===== config.mk =====
export PLATFORM = sky130hd
export DESIGN_NAME = microwire_eeprom_command_master
export DESIGN_NICKNAME = d
export VERILOG_FILES = /design/src/hw/rtl/mecm_pkg.sv /design/src/hw/rtl/microwire_eeprom_command_master.sv /design/src/hw/rtl/mecm_front.sv /design/src/hw/rtl/mecm_queue.sv /design/src/hw/rtl/mecm_back.sv
export SDC_FILE = /design/constraint.sdc
export NUM_CORES = 1
export LEC_CHECK = 0
export BUFFER_PORTS_ARGS = -buffer_cell sky130_fd_sc_hd__buf_4
export CAP_MARGIN = 20
export CORE_MARGIN = 2
export CORE_UTILIZATION = 55
export CTS_CLUSTER_DIAMETER = 120
export DETAILED_ROUTE_END_ITERATION = 8
export PLACE_DENSITY = 0.84
export SKIP_CTS_REPAIR_TIMING = 1
export SLEW_MARGIN = 20
export SYNTH_ARGS = -nofsm -noshare
export SYNTH_HDL_FRONTEND = slang
export SYNTH_SLANG_ARGS = --single-unit

===== constraint.sdc =====
create_clock -name clk -period 8.4 [get_ports clk]
set_input_delay 0.42 -clock clk [delete_from_list [all_inputs] [get_ports clk]]
set_output_delay 0.42 -clock clk [all_outputs]
set_load 0.005 [all_outputs]

===== src/hw/rtl/mecm_pkg.sv =====
// shared types and constants of the microwire eeprom command master
package mecm_pkg;

	localparam int WAIT_COUNT_BITS = 16;
	localparam int CFG_WIDTH = 16;

	localparam logic REQ_COMMAND = 1'b0;
	localparam logic REQ_TICK = 1'b1;

	localparam logic [2:0] OP_READ = 3'd0;
	localparam logic [2:0] OP_WRITE = 3'd1;
	localparam logic [2:0] OP_ERASE = 3'd2;
	localparam logic [2:0] OP_ENABLE = 3'd3;
	localparam logic [2:0] OP_DISABLE = 3'd4;
	localparam logic [2:0] OP_ERAL = 3'd5;
	localparam logic [2:0] OP_WRAL = 3'd6;

	localparam logic CFG_FRAME_GAP = 1'b0;
	localparam logic CFG_PROGRAM_WAIT = 1'b1;

	localparam logic [15:0] FRAME_GAP_RESET = 16'd2;
	localparam logic [15:0] PROGRAM_WAIT_RESET = 16'd5;

	typedef struct packed {
		logic req_type;
		logic [2:0] opcode;
		logic [6:0] address;
		logic [7:0] write_data;
		logic serial_in;
	} req_item_t;

	typedef struct packed {
		logic chip_select;
		logic clock_pulse;
		logic serial_out;
		logic [7:0] read_data;
		logic read_valid;
		logic busy_res;
		logic command_done;
	} res_item_t;

	// classified item as it travels from front to back
	typedef struct packed {
		logic is_cmd;
		logic [2:0] opcode;
		logic [6:0] address;
		logic [7:0] write_data;
		logic serial_in;
	} work_item_t;

	typedef struct packed {
		logic valid;
		work_item_t item;
	} work_push_t;

endpackage


===== src/hw/rtl/microwire_eeprom_command_master.sv =====
// top level of the microwire eeprom command master
// Master for a serial EEPROM in x8 mode with a Microwire interface.
// The req channel carries two kinds of item: a command (read, write, erase,
// enable, disable, erase all, write all) that is taken only while no
// sequence runs, and a tick that moves the sequence by one serial clock or
// one idle step. Each tick gives exactly one item on the res channel with
// the select, clock and data line levels for that tick, the read byte on
// the tick of the eighth read bit, and busy and done flags. Commands, a
// command that arrives while busy and the unused opcode give no result.
// The cfg port sets the gap after each frame (index 0) and the program
// wait after a program frame (index 1); write it only while idle.
// A tick passes through the front register, then the two-entry queue, then
// the result register in the sequencer. One item is taken every cycle while
// the front register can move on; the sequencer handles one item per cycle
// while the result register is empty or being read, and a command at the
// head of the queue goes ahead even while the result waits.
// Reset clears the sequence, the queue and the result register and loads
// gap 2 and wait 5. When res_ready stays low, the queue fills and req_ready
// falls; a command already at the head of the queue is still taken.
module microwire_eeprom_command_master (
	input logic clk,
	input logic arst_n,
	input logic req_valid,
	output logic req_ready,
	input mecm_pkg::req_item_t req,
	output logic res_valid,
	input logic res_ready,
	output mecm_pkg::res_item_t res,
	input logic cfg_we,
	input logic cfg_index,
	input logic [mecm_pkg::CFG_WIDTH-1:0] cfg_wdata
);

	mecm_pkg::work_push_t push;
	logic push_ready;
	logic q_valid;
	logic q_ready;
	mecm_pkg::work_item_t q_item;

	mecm_front u_front (
		.clk(clk),
		.arst_n(arst_n),
		.req_valid(req_valid),
		.req_ready(req_ready),
		.req(req),
		.push(push),
		.push_ready(push_ready)
	);

	mecm_queue u_queue (
		.clk(clk),
		.arst_n(arst_n),
		.push(push),
		.push_ready(push_ready),
		.pop_valid(q_valid),
		.pop_item(q_item),
		.pop_ready(q_ready)
	);

	mecm_back u_back (
		.clk(clk),
		.arst_n(arst_n),
		.cfg_we(cfg_we),
		.cfg_index(cfg_index),
		.cfg_wdata(cfg_wdata),
		.q_valid(q_valid),
		.q_item(q_item),
		.q_ready(q_ready),
		.res_valid(res_valid),
		.res_ready(res_ready),
		.res(res)
	);

endmodule


===== src/hw/rtl/mecm_front.sv =====
// front stage: takes request items, drops bad opcodes, hands work to the queue
module mecm_front (
	input logic clk,
	input logic arst_n,
	input logic req_valid,
	output logic req_ready,
	input mecm_pkg::req_item_t req,
	output mecm_pkg::work_push_t push,
	input logic push_ready
);

	logic valid_s1;
	logic keep_s1;
	mecm_pkg::work_item_t item_s1;
	logic advance;
	logic keep;

	// commands with the unused opcode never reach the sequencer
	assign keep = (req.req_type == mecm_pkg::REQ_TICK) || (req.opcode <= mecm_pkg::OP_WRAL);
	assign advance = !valid_s1 || !keep_s1 || push_ready;
	assign req_ready = advance;

	assign push.valid = valid_s1 && keep_s1;
	assign push.item = item_s1;

	always_ff @(posedge clk or negedge arst_n) begin
		if (!arst_n) begin
			valid_s1 <= 1'b0;
			keep_s1 <= 1'b0;
		end else if (advance) begin
			valid_s1 <= req_valid;
			keep_s1 <= keep;
		end
	end

	always_ff @(posedge clk) begin
		if (advance && req_valid) begin
			item_s1.is_cmd <= (req.req_type == mecm_pkg::REQ_COMMAND);
			item_s1.opcode <= req.opcode;
			item_s1.address <= req.address;
			item_s1.write_data <= req.write_data;
			item_s1.serial_in <= req.serial_in;
		end
	end

endmodule


===== src/hw/rtl/mecm_queue.sv =====
// two-entry queue between the front stage and the sequencer
module mecm_queue (
	input logic clk,
	input logic arst_n,
	input mecm_pkg::work_push_t push,
	output logic push_ready,
	output logic pop_valid,
	output mecm_pkg::work_item_t pop_item,
	input logic pop_ready
);

	mecm_pkg::work_item_t entry_q [2];
	logic wr_ptr_q;
	logic rd_ptr_q;
	logic [1:0] count_q;
	logic do_push;
	logic do_pop;

	assign push_ready = (count_q != 2'd2);
	assign pop_valid = (count_q != 2'd0);
	assign pop_item = entry_q[rd_ptr_q];
	assign do_push = push.valid && push_ready;
	assign do_pop = pop_valid && pop_ready;

	always_ff @(posedge clk or negedge arst_n) begin
		if (!arst_n) begin
			wr_ptr_q <= 1'b0;
			rd_ptr_q <= 1'b0;
			count_q <= 2'd0;
		end else begin
			if (do_push) begin
				wr_ptr_q <= !wr_ptr_q;
			end
			if (do_pop) begin
				rd_ptr_q <= !rd_ptr_q;
			end
			if (do_push && !do_pop) begin
				count_q <= count_q + 2'd1;
			end else if (do_pop && !do_push) begin
				count_q <= count_q - 2'd1;
			end
		end
	end

	always_ff @(posedge clk) begin
		if (do_push) begin
			entry_q[wr_ptr_q] <= push.item;
		end
	end

endmodule


===== src/hw/rtl/mecm_back.sv =====
// sequencer: walks the frames, gaps and waits, and registers the result item
module mecm_back (
	input logic clk,
	input logic arst_n,
	input logic cfg_we,
	input logic cfg_index,
	input logic [mecm_pkg::CFG_WIDTH-1:0] cfg_wdata,
	input logic q_valid,
	input mecm_pkg::work_item_t q_item,
	output logic q_ready,
	output logic res_valid,
	input logic res_ready,
	output mecm_pkg::res_item_t res
);

	typedef enum logic [3:0] {
		PH_IDLE,
		PH_EN_FRAME,
		PH_EN_GAP,
		PH_CMD_FRAME,
		PH_RD_BITS,
		PH_CMD_GAP,
		PH_CMD_WAIT,
		PH_DS_FRAME,
		PH_DS_GAP
	} phase_t;

	localparam int WB = mecm_pkg::WAIT_COUNT_BITS;

	phase_t phase_q, phase_n, target, rphase;
	logic [2:0] op_q, op_n, sel_op;
	logic [6:0] addr_q, addr_n, sel_addr;
	logic [7:0] data_q, data_n, sel_data;
	logic [23:0] shift_q, shift_n;
	logic [4:0] bits_q, bits_n;
	logic [WB-1:0] wait_q, wait_n;
	logic [7:0] rd_q, rd_n;
	logic [15:0] frame_gap_q;
	logic [15:0] program_wait_q;
	logic res_valid_q;
	mecm_pkg::res_item_t res_q, res_n;
	logic pop, tick, enter, finish;
	logic [WB-1:0] gap_ticks, wait_ticks;
	logic gap_zero, wait_zero;

	function automatic logic is_program(input logic [2:0] op);
		return op == mecm_pkg::OP_WRITE || op == mecm_pkg::OP_ERASE ||
			op == mecm_pkg::OP_ERAL || op == mecm_pkg::OP_WRAL;
	endfunction

	function automatic phase_t next_phase(input phase_t p, input logic [2:0] op);
		phase_t n;
		unique case (p)
			PH_EN_FRAME: n = PH_EN_GAP;
			PH_EN_GAP: n = PH_CMD_FRAME;
			PH_CMD_FRAME: n = (op == mecm_pkg::OP_READ) ? PH_RD_BITS : PH_CMD_GAP;
			PH_RD_BITS: n = PH_CMD_GAP;
			PH_CMD_GAP: n = is_program(op) ? PH_CMD_WAIT : PH_IDLE;
			PH_CMD_WAIT: n = PH_DS_FRAME;
			PH_DS_FRAME: n = PH_DS_GAP;
			default: n = PH_IDLE;
		endcase
		return n;
	endfunction

	// skip gaps and waits whose length is zero
	function automatic phase_t resolve(input phase_t p, input logic gz, input logic wz,
			input logic prog);
		phase_t n;
		unique case (p)
			PH_EN_GAP: n = gz ? PH_CMD_FRAME : PH_EN_GAP;
			PH_CMD_GAP: begin
				if (!gz) begin
					n = PH_CMD_GAP;
				end else if (!prog) begin
					n = PH_IDLE;
				end else begin
					n = wz ? PH_DS_FRAME : PH_CMD_WAIT;
				end
			end
			PH_CMD_WAIT: n = wz ? PH_DS_FRAME : PH_CMD_WAIT;
			PH_DS_GAP: n = gz ? PH_IDLE : PH_DS_GAP;
			default: n = p;
		endcase
		return n;
	endfunction

	function automatic logic [23:0] cmd_frame(input logic [2:0] op, input logic [6:0] a,
			input logic [7:0] d);
		logic [23:0] f;
		unique case (op)
			mecm_pkg::OP_READ: f = {8'h03, 1'b0, a, 8'h00};
			mecm_pkg::OP_WRITE: f = {8'h02, 1'b1, a, d};
			mecm_pkg::OP_ERASE: f = {8'h03, 1'b1, a, 8'h00};
			mecm_pkg::OP_ENABLE: f = {8'h02, 8'h60, 8'h00};
			mecm_pkg::OP_DISABLE: f = {8'h02, 8'h00, 8'h00};
			mecm_pkg::OP_ERAL: f = {8'h02, 8'h40, 8'h00};
			default: f = {8'h02, 8'h20, d};
		endcase
		return f;
	endfunction

	assign gap_ticks = WB'(frame_gap_q);
	assign wait_ticks = WB'(program_wait_q);
	assign gap_zero = (gap_ticks == '0);
	assign wait_zero = (wait_ticks == '0);

	// commands carry no result, so they go ahead even while the result waits
	assign pop = q_valid && (q_item.is_cmd || !res_valid_q || res_ready);
	assign tick = pop && !q_item.is_cmd;
	assign q_ready = pop;
	assign res_valid = res_valid_q;
	assign res = res_q;

	always_comb begin
		phase_n = phase_q;
		op_n = op_q;
		addr_n = addr_q;
		data_n = data_q;
		shift_n = shift_q;
		bits_n = bits_q;
		wait_n = wait_q;
		rd_n = rd_q;
		res_n = '0;
		enter = 1'b0;
		finish = 1'b0;
		target = PH_IDLE;
		sel_op = op_q;
		sel_addr = addr_q;
		sel_data = data_q;

		if (pop && q_item.is_cmd) begin
			if (phase_q == PH_IDLE) begin
				op_n = q_item.opcode;
				addr_n = q_item.address;
				data_n = q_item.write_data;
				sel_op = q_item.opcode;
				sel_addr = q_item.address;
				sel_data = q_item.write_data;
				enter = 1'b1;
				target = is_program(q_item.opcode) ? PH_EN_FRAME : PH_CMD_FRAME;
			end
		end else if (tick) begin
			unique case (phase_q)
				PH_EN_FRAME, PH_CMD_FRAME, PH_DS_FRAME: begin
					res_n.chip_select = 1'b1;
					res_n.clock_pulse = 1'b1;
					res_n.serial_out = shift_q[23];
					shift_n = {shift_q[22:0], 1'b0};
					bits_n = bits_q - 5'd1;
					finish = (bits_n == 5'd0);
				end
				PH_RD_BITS: begin
					res_n.chip_select = 1'b1;
					res_n.clock_pulse = 1'b1;
					rd_n = {rd_q[6:0], q_item.serial_in};
					bits_n = bits_q - 5'd1;
					if (bits_n == 5'd0) begin
						res_n.read_valid = 1'b1;
						res_n.read_data = rd_n;
						finish = 1'b1;
					end
				end
				PH_EN_GAP, PH_CMD_GAP, PH_CMD_WAIT, PH_DS_GAP: begin
					wait_n = wait_q - WB'(1);
					finish = (wait_n == '0);
				end
				default: phase_n = PH_IDLE;
			endcase
			if (finish) begin
				enter = 1'b1;
				target = next_phase(phase_q, op_q);
			end
		end

		rphase = resolve(target, gap_zero, wait_zero, is_program(sel_op));
		if (enter) begin
			phase_n = rphase;
			unique case (rphase)
				PH_EN_FRAME: begin
					shift_n = {8'h02, 8'h60, 8'h00};
					bits_n = 5'd16;
				end
				PH_DS_FRAME: begin
					shift_n = {8'h02, 8'h00, 8'h00};
					bits_n = 5'd16;
				end
				PH_CMD_FRAME: begin
					shift_n = cmd_frame(sel_op, sel_addr, sel_data);
					bits_n = (sel_op == mecm_pkg::OP_WRITE || sel_op == mecm_pkg::OP_WRAL) ?
						5'd24 : 5'd16;
				end
				PH_RD_BITS: begin
					rd_n = 8'h00;
					bits_n = 5'd8;
				end
				PH_EN_GAP, PH_CMD_GAP, PH_DS_GAP: wait_n = gap_ticks;
				PH_CMD_WAIT: wait_n = wait_ticks;
				default: ;
			endcase
		end

		if (tick) begin
			res_n.busy_res = (phase_n != PH_IDLE);
			res_n.command_done = finish && (phase_n == PH_IDLE);
		end
	end

	always_ff @(posedge clk or negedge arst_n) begin
		if (!arst_n) begin
			phase_q <= PH_IDLE;
			op_q <= 3'd0;
			addr_q <= 7'd0;
			data_q <= 8'd0;
			shift_q <= 24'd0;
			bits_q <= 5'd0;
			wait_q <= '0;
			rd_q <= 8'd0;
			frame_gap_q <= mecm_pkg::FRAME_GAP_RESET;
			program_wait_q <= mecm_pkg::PROGRAM_WAIT_RESET;
			res_valid_q <= 1'b0;
			res_q <= '0;
		end else begin
			phase_q <= phase_n;
			op_q <= op_n;
			addr_q <= addr_n;
			data_q <= data_n;
			shift_q <= shift_n;
			bits_q <= bits_n;
			wait_q <= wait_n;
			rd_q <= rd_n;
			if (cfg_we && cfg_index == mecm_pkg::CFG_FRAME_GAP) begin
				frame_gap_q <= cfg_wdata;
			end
			if (cfg_we && cfg_index == mecm_pkg::CFG_PROGRAM_WAIT) begin
				program_wait_q <= cfg_wdata;
			end
			if (tick) begin
				res_valid_q <= 1'b1;
				res_q <= res_n;
			end else if (res_ready) begin
				res_valid_q <= 1'b0;
			end
		end
	end

endmodule


==> results.md, run 1 <==
- Vias in the first global route: 5711
- Worst skew pair latency: 0.44 ns
- CTS tree: yes
- Clock power frac: 0.250
- CTS Buf Count: 17
- CTS H-tree lvls: 4
- Comb power frac: 0.329
- Most frequent cells in the layout: 122 x dfrtp_1, 63 x buf_4, 60 x edfxtp_1
- Leading area contributor after synthesis: dfrtp_1
- Lkg Pwr: between 4 and 5 nW
- Antenna diode count: 0
- CP arrival: 4.72 ns
- Pwr Density: between 300 and 400 mW/mm^2
- Sw Pwr: between 0.001 and 0.0015 W
- Crit start category: flip-flop
- Outcome: complete, no violations
- Share of the synthesized area in the top cell type: 0.359
- Layout Area Growth over Synthesis: 13.9%
- Fin. Hold Viols: 0
- Fin cells: 950
- Post-synth EDFFs: 60
- Commonest non-fill, non-tap cell in the layout: dfrtp_1
- Avg Cell Area, Syn: 12.3 sq um
- Min-delay worst type: primary input to async pin
- Syn. warnings: 0
- Width of the die: 129 um
- Drt drc: 0
- Worst Path Max Fanout: 23
- Post-DP HPWL: between 10 and 15 mm
- Worst Path Required: slightly below 9 ns
- Largest cells by area after synthesis: dfrtp_1 36%, edfxtp_1 21%, mux2i_1 4.9%, mux2_2 4.3%, nor2_1 2.4%
- RSZ-0062 raised after global routing: no
- DRT antenna net count: 0
- F_max: about 0.23 GHz
- Mapped Nets: 746
- Clock buffer depth: 2
- Sink Count: roughly 190
- Layout cells sized above 1: 0.219
- Setup CP Type: flip-flop to flip-flop
- Routed vias: a little under 6k
- Final Setup Violations: 0
- Reg-to-Reg Start: u_queue.rd_ptr_q$_DFFE_PN0P_
- Sequential area share after synthesis: 0.579
- Tightest Pin Transition: roughly 0.94 ns
- Seq cells post-synth: roughly 190
- Slew Viols, Final: 0
- Core Footprint: 0.0152 sq mm
- Number of instances in the placed design: between 900 and 1k
- Initial DRC Count: about 560
- Yosys cell types: 75
- Die area: between 0.015 and 0.02 sq mm
- R2r setup slk: between 4 and 5 ns
- Flop pwr share: 0.421
- FF-to-FF path depth: 9
- Drt pass-1 iters: 8
- Reg clk slew, reported paths: approximately 0.080 ns
- IO buf count: 57
- Setup crit end kind: flip-flop
- Switching Share: 0.376
- Die H: ~130 um
- Largest net degree at the start of global routing: 66
- Worst slew margin relative to its limit: 0.375
- Grt ovf: 0
- Starting density of the core: 0.564
- Wire per inst: about 19 um
- P_int: ~0.0021 W
- Period minus WS final: roughly 4.4 ns
- Total GRT Usage: 0.229
- CTS Root Cell: clkbuf_16
- GPL Wtd Cong: around 0.95
- Row cnt: 45
- NumNets Final: 796
- Maximum capacitance violations: 0
- Period utilization: 0.518
- Setup_tns: 0 ns
- Worst Skew: 0.0127 ns
- Via/cell ratio: 6.22
- Initial antenna violation count: 0
- Total I/O pin count: a little under 60
- Most used DFF post-synth: dfrtp_1
- R2r endpoint: u_back.wait_q[1]$_DFF_PN0_
- Netlist Area Pre-Place: 0.00857 sq mm
- First-pass GRT wire length: slightly below 30 mm
- Syn Inst Count: 699
- VDD IR max: ~0.00025 V
- Fill cells: about 1.1k
- Async SR Flop Fraction: 0.677
- Total wire length: 18.0 mm
==> final cells by class <==
class,count,area [sq um],area share
clock inverter,15,213,0.0218
sequential,186,4960,0.508
tap,188,235,0.0241
timing repair buffer,63,473,0.0485
multi-input combinational,460,3370,0.346
clock buffer,17,425,0.0436
inverter,21,78.8,0.00808
==> per-stage QoR <==
step / hold slack [ns] / total power (W) / setup slack, ns / util / instance area (sq um)
global route: 0.111 / 0.00353 / 3.77 / 0.642 / 9760
global placement: 0.423 / 0.00244 / 3.94 / 0.599 / 9110
floorplan: 0.124 / 0.00221 / 5.43 / - / 8570
CTS: 0.0851 / 0.00336 / 4.15 / 0.641 / 9750
detailed placement: 0.439 / 0.00250 / 4.22 / 0.600 / 9110
finish: 0.0562 / 0.00336 / 4.05 / 0.642 / 9760
==> synthesized netlist by cell type (4+ instances only) <==
library cell and count:
a21oi_1 21, mux2i_1 42, nand2_1 51, a221o_1 14, a22o_1 13, edfxtp_1 60
xor2_1 17, and2_1 5, or3_1 5, ha_1 5, buf_2 6, nand3_1 12
nand3b_1 5, nand2b_1 7, buf_6 4, a21o_1 16, dfrtp_1 123, nor2_1 55
nor4_1 25, mux2_2 33, clkbuf_1 13, nand4_1 6, buf_1 6, and3_1 4
xnor2_1 15, o22ai_1 17, o21ai_0 8, nor3_1 18, inv_1 21
==> state kept, by name (all words and copies together), names as in the netlist, 8 cells and up <==
| name | flops |
|---|---|
| u_back.res | 13 |
| u_back.frame_gap_q | 16 |
| u_back.shift_q | 24 |
| u_back.program_wait_q | 16 |
| u_front.push | 20 |
| u_back.wait_q | 16 |
| u_queue.entry_q | 40 |
| u_back.data_q | 8 |
==> cells by family after synthesis <==
group / after synthesis / share of synthesized area
multiplexers: 78 / 0.0986
XOR/XNOR: 32 / 0.0327
adder cells (fa/ha/maj): 5 / 0.00730
AND/OR/NAND/NOR: 220 / 0.140
flip-flops: 186 / 0.579
buffers and inverters: 53 / 0.0289
AO/OA/AOI/OAI: 125 / 0.114
==> how the worst max path moves through the flow <==
stage                                            start                            to  slack (ns)
after global placement    u_queue.rd_ptr_q$_DFFE_PN0P_  u_back.shift_q[16]$_DFF_PN0_        3.94
after global routing      u_queue.rd_ptr_q$_DFFE_PN0P_    u_back.wait_q[1]$_DFF_PN0_        3.77
after floorplan            u_back.phase_q[1]$_DFF_PN0_   u_back.wait_q[10]$_DFF_PN0_        5.43
after detailed placement  u_queue.rd_ptr_q$_DFFE_PN0P_  u_back.shift_q[15]$_DFF_PN0_        4.22
final                     u_queue.rd_ptr_q$_DFFE_PN0P_    u_back.wait_q[1]$_DFF_PN0_        4.05
after CTS                 u_queue.rd_ptr_q$_DFFE_PN0P_    u_back.wait_q[1]$_DFF_PN0_        4.15
==> power groups by stage <==
stage	sequential [W]	combinational [W]	clock (W)
2_1_floorplan	0.00133	0.000874	0
3_3_place_gp	0.00141	0.00103	0
3_5_place_dp	0.00142	0.00108	0
4_1_cts	0.00141	0.00110	0.000851
5_1_grt	0.00144	0.00121	0.000884
6_report	0.00141	0.00110	0.000839
==> worst max-delay path: stages, from the launching register on <==
cell     delay (ns)
dfrtp_2        0.81
mux2i_4        0.44
nand3_4        0.26
a21oi_2        0.44
nor3b_2        0.33
a31oi_2        0.22
nor3_1         0.32
and4_1         0.63
a311o_1        0.53
a221o_1        0.28
==> per-layer routing <==
layer,GRT usage,vias to the layer above,part of all wire
met5,0,-,0
met4,0.0812,0,0.024
met3,0.0524,38,0.066
met2,0.377,241,0.50
met1,0.301,2924,0.41
li1,-,2703,-
Power figures use the tool's default switching activity.
==> run 2: changes to the inputs <==
==> constraint.sdc (replaced) <==
create_clock -name clk -period 4.3 [get_ports clk]
set_input_delay 0.215 -clock clk [delete_from_list [all_inputs] [get_ports clk]]
set_output_delay 0.215 -clock clk [all_outputs]
set_load 0.005 [all_outputs]
==> results.md, run 2 (same netlist as run 1, synthesis figures left out) <==
- F_max: 0.276 GHz (was 0.230 GHz)
- Period minus WS final: 3.62 ns (was 4.35 ns)
- Pwr Density: 649 mW/mm^2 (was 344 mW/mm^2)
- Die H: 129 um (unchanged)
- Initial DRC Count: 471 (was 561)
- Wire per inst: 18.7 um (was 19.0 um)
- Worst Skew: 0.0107 ns (was 0.0127 ns)
- Setup CP Type: flip-flop to flip-flop (unchanged)
- Starting density of the core: 0.564 (unchanged)
- Core Footprint: 0.0152 sq mm (unchanged)
- Setup crit end kind: flip-flop (unchanged)
- GPL Wtd Cong: 0.907 (was 0.951)
- Final Setup Violations: 0 (unchanged)
- Lkg Pwr: 4.21 nW (was 4.11 nW)
- First-pass GRT wire length: 29.0 mm (was 29.2 mm)
- Core Util, Final: 0.655 (was 0.642)
- Critical-path cell list: nor3_4 -> nand2_1 -> a21oi_2 -> nor3b_2 -> a31oi_2 -> nor3_1 -> and4_1 -> buf_4 -> a311o_1 -> a221o_1 (was mux2i_4 -> nand3_4 -> a21oi_2 -> nor3b_2 -> a31oi_2 -> nor3_1 -> and4_1 -> a311o_1 -> a221o_1)
- Post-DP HPWL: 12.4 mm (was 12.5 mm)
- Commonest non-fill, non-tap cell in the layout: dfrtp_1 (unchanged)
- CTS Root Cell: clkbuf_16 (unchanged)
- Drt drc: 0 (unchanged)
- Die area: 0.0166 sq mm (unchanged)
- Largest net degree at the start of global routing: 44 (was 66)
- Setup_tns: 0 ns (unchanged)
- Worst slew margin relative to its limit: 0.251 (was 0.375)
- Layout Area Growth over Synthesis: 16.3% (was 13.9%)
- Maximum capacitance violations: 0 (unchanged)
- CTS H-tree lvls: 4 (unchanged)
- DRT antenna net count: 0 (unchanged)
- Fin. Hold Viols: 0 (unchanged)
- CP Buf/Inv Count: 1 (was 0)
- Initial antenna violation count: 0 (unchanged)
- Outcome: complete, no violations (unchanged)
- Slew Viols, Final: 0 (unchanged)
- CP peak stage delay: 0.53 ns (was 0.81 ns)
- Width of the die: 129 um (unchanged)
- Total GRT Usage: 0.224 (was 0.229)
- Layout cells sized above 1: 0.214 (was 0.219)
- CTS Buf Count: 17 (unchanged)
- Worst path slowest cell: dfrtp_1 (was dfrtp_2)
- Worst skew pair latency: 0.44 ns (about the same)
- Routed vias: 5915 (was 5906)
- RSZ-0062 raised after global routing: no (unchanged)
- Reg clk slew, reported paths: 0.07 ns (was 0.08 ns)
- Total I/O pin count: 58 (unchanged)
- Grt ovf: 0 (unchanged)
- Antenna diode count: 0 (unchanged)
- VDD IR max: 0.000431 V (was 0.000254 V)
- Worst Path Required: 4.67 ns (was 8.76 ns)
- IO buf count: 57 (unchanged)
- Number of flip-flops in the largest register: 40 (unchanged)
- Row cnt: 45 (unchanged)
- NumNets Final: 823 (was 796)
- CP top delay family: simple AND/OR/NAND/NOR gates (unchanged)
- Period utilization: 0.842 (was 0.518)
- Total wire length: 18.2 mm (was 18.0 mm)
- Tightest Pin Transition: 1.12 ns (was 0.938 ns)
- Vias in the first global route: 5776 (was 5711)
- Crit start category: flip-flop (unchanged)
- Sink Count: 186 (unchanged)
- Worst Path Max Fanout: 17 (was 23)
- CP arrival: 3.99 ns (was 4.72 ns)
- Biggest register: u_queue.entry_q (unchanged)
- Min-delay worst type: primary input to flip-flop (was primary input to async pin)
- Via/cell ratio: 6.05 (was 6.22)
- Clock buffer depth: 2 (unchanged)
- CTS tree: yes (unchanged)
- Drt pass-1 iters: 5 (was 8)
- Most frequent cells in the layout: 123 x dfrtp_1, 69 x buf_4, 60 x edfxtp_1 (was 122 x dfrtp_1, 63 x buf_4, 60 x edfxtp_1)
## run 2: final cells by class
class / count / area [sq um]
Fill cell: 1115 / 5240
Timing Repair Buffer: 90 / 728
Inverter: 21 / 78.8
Sequential cell: 186 / 4960
Clock inverter: 13 / 153
Multi-Input combinational cell: 460 / 3370
Tap cell: 188 / 235
Clock buffer: 19 / 443
## run 2: final timing paths
path	startpoint	end	slack (ns)	depth (start not counted)
max in group asynchronous	arst_n	u_back.phase_q[2]$_DFF_PN0_	3.04	3
worst max register to register	u_back.phase_q[2]$_DFF_PN0_	u_back.wait_q[8]$_DFF_PN0_	0.68	10
worst min-delay path	cfg_wdata[14]	u_back.frame_gap_q[14]$_DFFE_PN0P_	0.02	2
min in group asynchronous	arst_n	u_back.frame_gap_q[10]$_DFFE_PN0P_	0.30	2
worst max-delay path	u_back.phase_q[2]$_DFF_PN0_	u_back.wait_q[8]$_DFF_PN0_	0.68	10
worst min register to register	u_front.push[1]$_DFFE_PP_	u_queue.entry_q[1][1]$_DFFE_PP_	0.45	0
## run 2: stage by stage
stage	instances	hold slack, ns	area (sq um)	total power [W]	setup slack (ns)
finish	977	0.0178	9960	0.00647	0.679
global route	977	0.00282	9960	0.00684	0.458
CTS	956	-0.231	9750	0.00646	0.737
detailed placement	924	0.232	9160	0.00490	0.769
global placement	924	0.211	9160	0.00480	0.890
floorplan	699	-0.0806	8570	0.00431	1.33
## run 2: per-layer routing
layer  vias to the layer above  global-route usage  wire (um)
met2                       195               0.373       9150
met1                      2943               0.297       7830
met5                         -                   0          0
met3                        34              0.0457        879
li1                       2743                   -          -
met4                         0              0.0767        380
## run 2: where the power goes
group	internal, W	switching (W)
logic	0.000924	0.00131
registers	0.00234	0.000364
clock network	0.000796	0.000734
==> run 3: changes to the inputs <==
==> constraint.sdc (replaced) <==
create_clock -name clk -period 3.8 [get_ports clk]
set_input_delay 0.19 -clock clk [delete_from_list [all_inputs] [get_ports clk]]
set_output_delay 0.19 -clock clk [all_outputs]
set_load 0.005 [all_outputs]
==> results.md, run 3 (same netlist as run 1, synthesis figures left out) <==
- Outcome: complete, but fails checks (was complete, no violations)
- Failing checks: hold timing
- CTS Buf Count: 17 (unchanged)
- GRT met1 Usage: 0.295 (was 0.297)
- Total GRT Usage: 0.236 (was 0.224)
- Most frequent cells in the layout: 123 x dfrtp_1, 70 x buf_4, 60 x edfxtp_1 (was 123 x dfrtp_1, 69 x buf_4, 60 x edfxtp_1)
- Clock buffer depth: 2 (unchanged)
- GPL Wtd Cong: 0.966 (was 0.907)
- Die area: 0.0166 sq mm (unchanged)
- Core Footprint: 0.0152 sq mm (unchanged)
- CP top delay family: simple AND/OR/NAND/NOR gates (unchanged)
- Period utilization: 0.950 (was 0.842)
- Worst Path Max Fanout: 21 (was 17)
- Die H: 129 um (unchanged)
- Lkg Pwr: 4.27 nW (was 4.21 nW)
- Routed vias: 6031 (was 5915)
- FF-to-FF path depth: 10 (unchanged)
- Worst path slowest cell: dfrtp_1 (unchanged)
- Total I/O pin count: 58 (unchanged)
- Wire per inst: 19.6 um (was 18.7 um)
- Stages on worst setup path: 10 (unchanged)
- CTS H-tree lvls: 4 (unchanged)
- Tightest Pin Transition: 0.971 ns (was 1.12 ns)
- Slew Viols, Final: 0 (unchanged)
- Met2 usage: 0.413 (was 0.373)
- Critical-path cell list: nor3_4 -> nor4b_4 -> mux2_4 -> nor4_1 -> nor2_1 -> o21a_1 -> a21oi_1 -> buf_4 -> and2_1 -> a221o_1 (was nor3_4 -> nand2_1 -> a21oi_2 -> nor3b_2 -> a31oi_2 -> nor3_1 -> and4_1 -> buf_4 -> a311o_1 -> a221o_1)
- Commonest non-fill, non-tap cell in the layout: dfrtp_1 (unchanged)
- Worst Hold Depth: 2 (unchanged)
- Worst Skew: 0.0166 ns (was 0.0107 ns)
- Fill cells: 1090 (was 1115)
- Vias in the first global route: 6016 (was 5776)
- R2r endpoint: u_back.wait_q[8]$_DFF_PN0_ (unchanged)
- Hold Path Sink: u_back.program_wait_q[4]$_DFFE_PN0P_ (was u_back.frame_gap_q[14]$_DFFE_PN0P_)
- Reg clk slew, reported paths: 0.07 ns (about the same)
- Setup crit end kind: flip-flop (unchanged)
- GR met3 Demand/Resource: 0.0445 (was 0.0457)
- Post-DP Area: 0.00919 sq mm (was 0.00916 sq mm)
- Pwr Density: 739 mW/mm^2 (was 649 mW/mm^2)
- CP peak stage delay: 0.55 ns (was 0.53 ns)
- Fin Hold WS: -0.00961 ns (was 0.0178 ns)
- Setup CP Type: flip-flop to flip-flop (unchanged)
- Starting density of the core: 0.564 (unchanged)
- Gr busiest metal: met2 (unchanged)
- Number of flip-flops in the largest register: 40 (unchanged)
- Grt ovf: 0 (unchanged)
- R2r setup slk: 0.19 ns (was 0.68 ns)
- Layout cells sized above 1: 0.213 (was 0.214)
- CTS Root Cell: clkbuf_16 (unchanged)
- CP arrival: 3.98 ns (was 3.99 ns)
- RSZ-0062 raised after global routing: no (unchanged)
- Setup_tns: 0 ns (unchanged)
- Width of the die: 129 um (unchanged)
- First-pass GRT wire length: 30.3 mm (was 29.0 mm)
- Period minus WS final: 3.61 ns (was 3.62 ns)
- Reg-to-Reg Start: u_back.phase_q[2]$_DFF_PN0_ (unchanged)
- Drt drc: 0 (unchanged)
- Crit start category: flip-flop (unchanged)
- Total wire length: 19.3 mm (was 18.2 mm)
- Biggest register: u_queue.entry_q (unchanged)
- Fin. Hold Viols: 7 (was 0)
- Initial antenna violation count: 0 (unchanged)
- IO buf count: 57 (unchanged)
- CTS tree: yes (unchanged)
- DRT antenna net count: 0 (unchanged)
- Drt pass-1 iters: 7 (was 5)
- F_max: 0.277 GHz (was 0.276 GHz)
- Largest net degree at the start of global routing: 69 (was 44)
- VDD IR max: 0.000425 V (was 0.000431 V)
- Row cnt: 45 (unchanged)
- Worst slew margin relative to its limit: 0.353 (was 0.251)
- Layout Area Growth over Synthesis: 17.7% (was 16.3%)
- Worst Path Required: 4.17 ns (was 4.67 ns)
- Initial DRC Count: 523 (was 471)
- Antenna diode count: 0 (unchanged)
- Fin area: 0.0101 sq mm (was 0.00996 sq mm)
- Post-DP HPWL: 13.0 mm (was 12.4 mm)
- CP Buf/Inv Count: 1 (unchanged)
- Sink Count: 186 (unchanged)
- Worst min-delay path startpoint: cfg_wdata[4] (was cfg_wdata[14])
- NumNets Final: 833 (was 823)
- Final Setup Violations: 0 (unchanged)
- Min-delay worst type: primary input to flip-flop (unchanged)
- Via/cell ratio: 6.11 (was 6.05)
- Maximum capacitance violations: 0 (unchanged)
- Worst skew pair latency: 0.45 ns (was 0.44 ns)
## run 3: cell types whose count changed in the layout (fill, tap and decap cells not counted)
cell / previous run / this run
dlygate4sd3_1: 21 / 29
inv_6: 3 / 6
inv_8: 4 / 1
buf_12: 0 / 1
buf_4: 69 / 70
bufinv_16: 0 / 1
clkbuf_1: 1 / 2
clkbuf_8: 1 / 0
clkinv_4: 1 / 0
clkinv_8: 4 / 5
clkinvlp_4: 1 / 0
## run 3: routing by layer
layer | up-vias | part of all wire
met3 | 41 | 0.052
met5 | - | 0
li1 | 2767 | -
met1 | 3007 | 0.41
met2 | 216 | 0.52
met4 | 0 | 0.023
## run 3: cell type report
type	instances	area, sq um	share of cell area
tap	188	235	0.0233
timing repair buffer	100	836	0.0829
sequential	186	4960	0.492
multi-input combinational	460	3370	0.334
clock inverter	13	175	0.0174
inverter	21	78.8	0.00782
clock buffer	19	433	0.0429
## run 3: power breakdown
part | internal [W] | switching (W) | total [W]
clock network | 0.000949 | 0.000859 | 0.00181
registers | 0.00265 | 0.000423 | 0.00307
logic | 0.00107 | 0.00151 | 0.00258
total | 0.00467 | 0.00279 | 0.00745
## run 3: stage by stage
step | utilization | power [W] | setup slack (ns) | hold WS [ns] | cells
after floorplan | - | 0.00488 | 0.826 | -0.106 | 699
after global placement | 0.604 | 0.00544 | 0.408 | 0.305 | 926
after detailed placement | 0.604 | 0.00558 | 0.303 | 0.307 | 926
after CTS | 0.644 | 0.00741 | 0.248 | -0.141 | 958
after global routing | 0.663 | 0.00784 | 0.0625 | 0.000211 | 987
final | 0.663 | 0.00745 | 0.192 | -0.00961 | 987
## run 3: worst max-delay path by stage
stage / slack [ns] / to / startpoint
4_1_cts: 0.25 / u_back.wait_q[10]$_DFF_PN0_ / u_back.phase_q[2]$_DFF_PN0_
3_5_place_dp: 0.30 / u_back.wait_q[8]$_DFF_PN0_ / u_back.phase_q[2]$_DFF_PN0_
3_3_place_gp: 0.41 / u_back.wait_q[11]$_DFF_PN0_ / u_back.phase_q[2]$_DFF_PN0_
6_report: 0.19 / u_back.wait_q[8]$_DFF_PN0_ / u_back.phase_q[2]$_DFF_PN0_
2_1_floorplan: 0.83 / u_back.wait_q[10]$_DFF_PN0_ / u_back.phase_q[1]$_DFF_PN0_
5_1_grt: 0.06 / u_back.wait_q[10]$_DFF_PN0_ / u_back.phase_q[2]$_DFF_PN0_
## run 3: worst reg2reg max path: stages, from the launching register on
cell     delay, ns
dfrtp_1       0.55
nor3_4        0.41
nor4b_4       0.31
mux2_4        0.36
nor4_1        0.38
nor2_1        0.14
o21a_1        0.28
a21oi_1       0.15
buf_4         0.27
and2_1        0.44
a221o_1       0.25
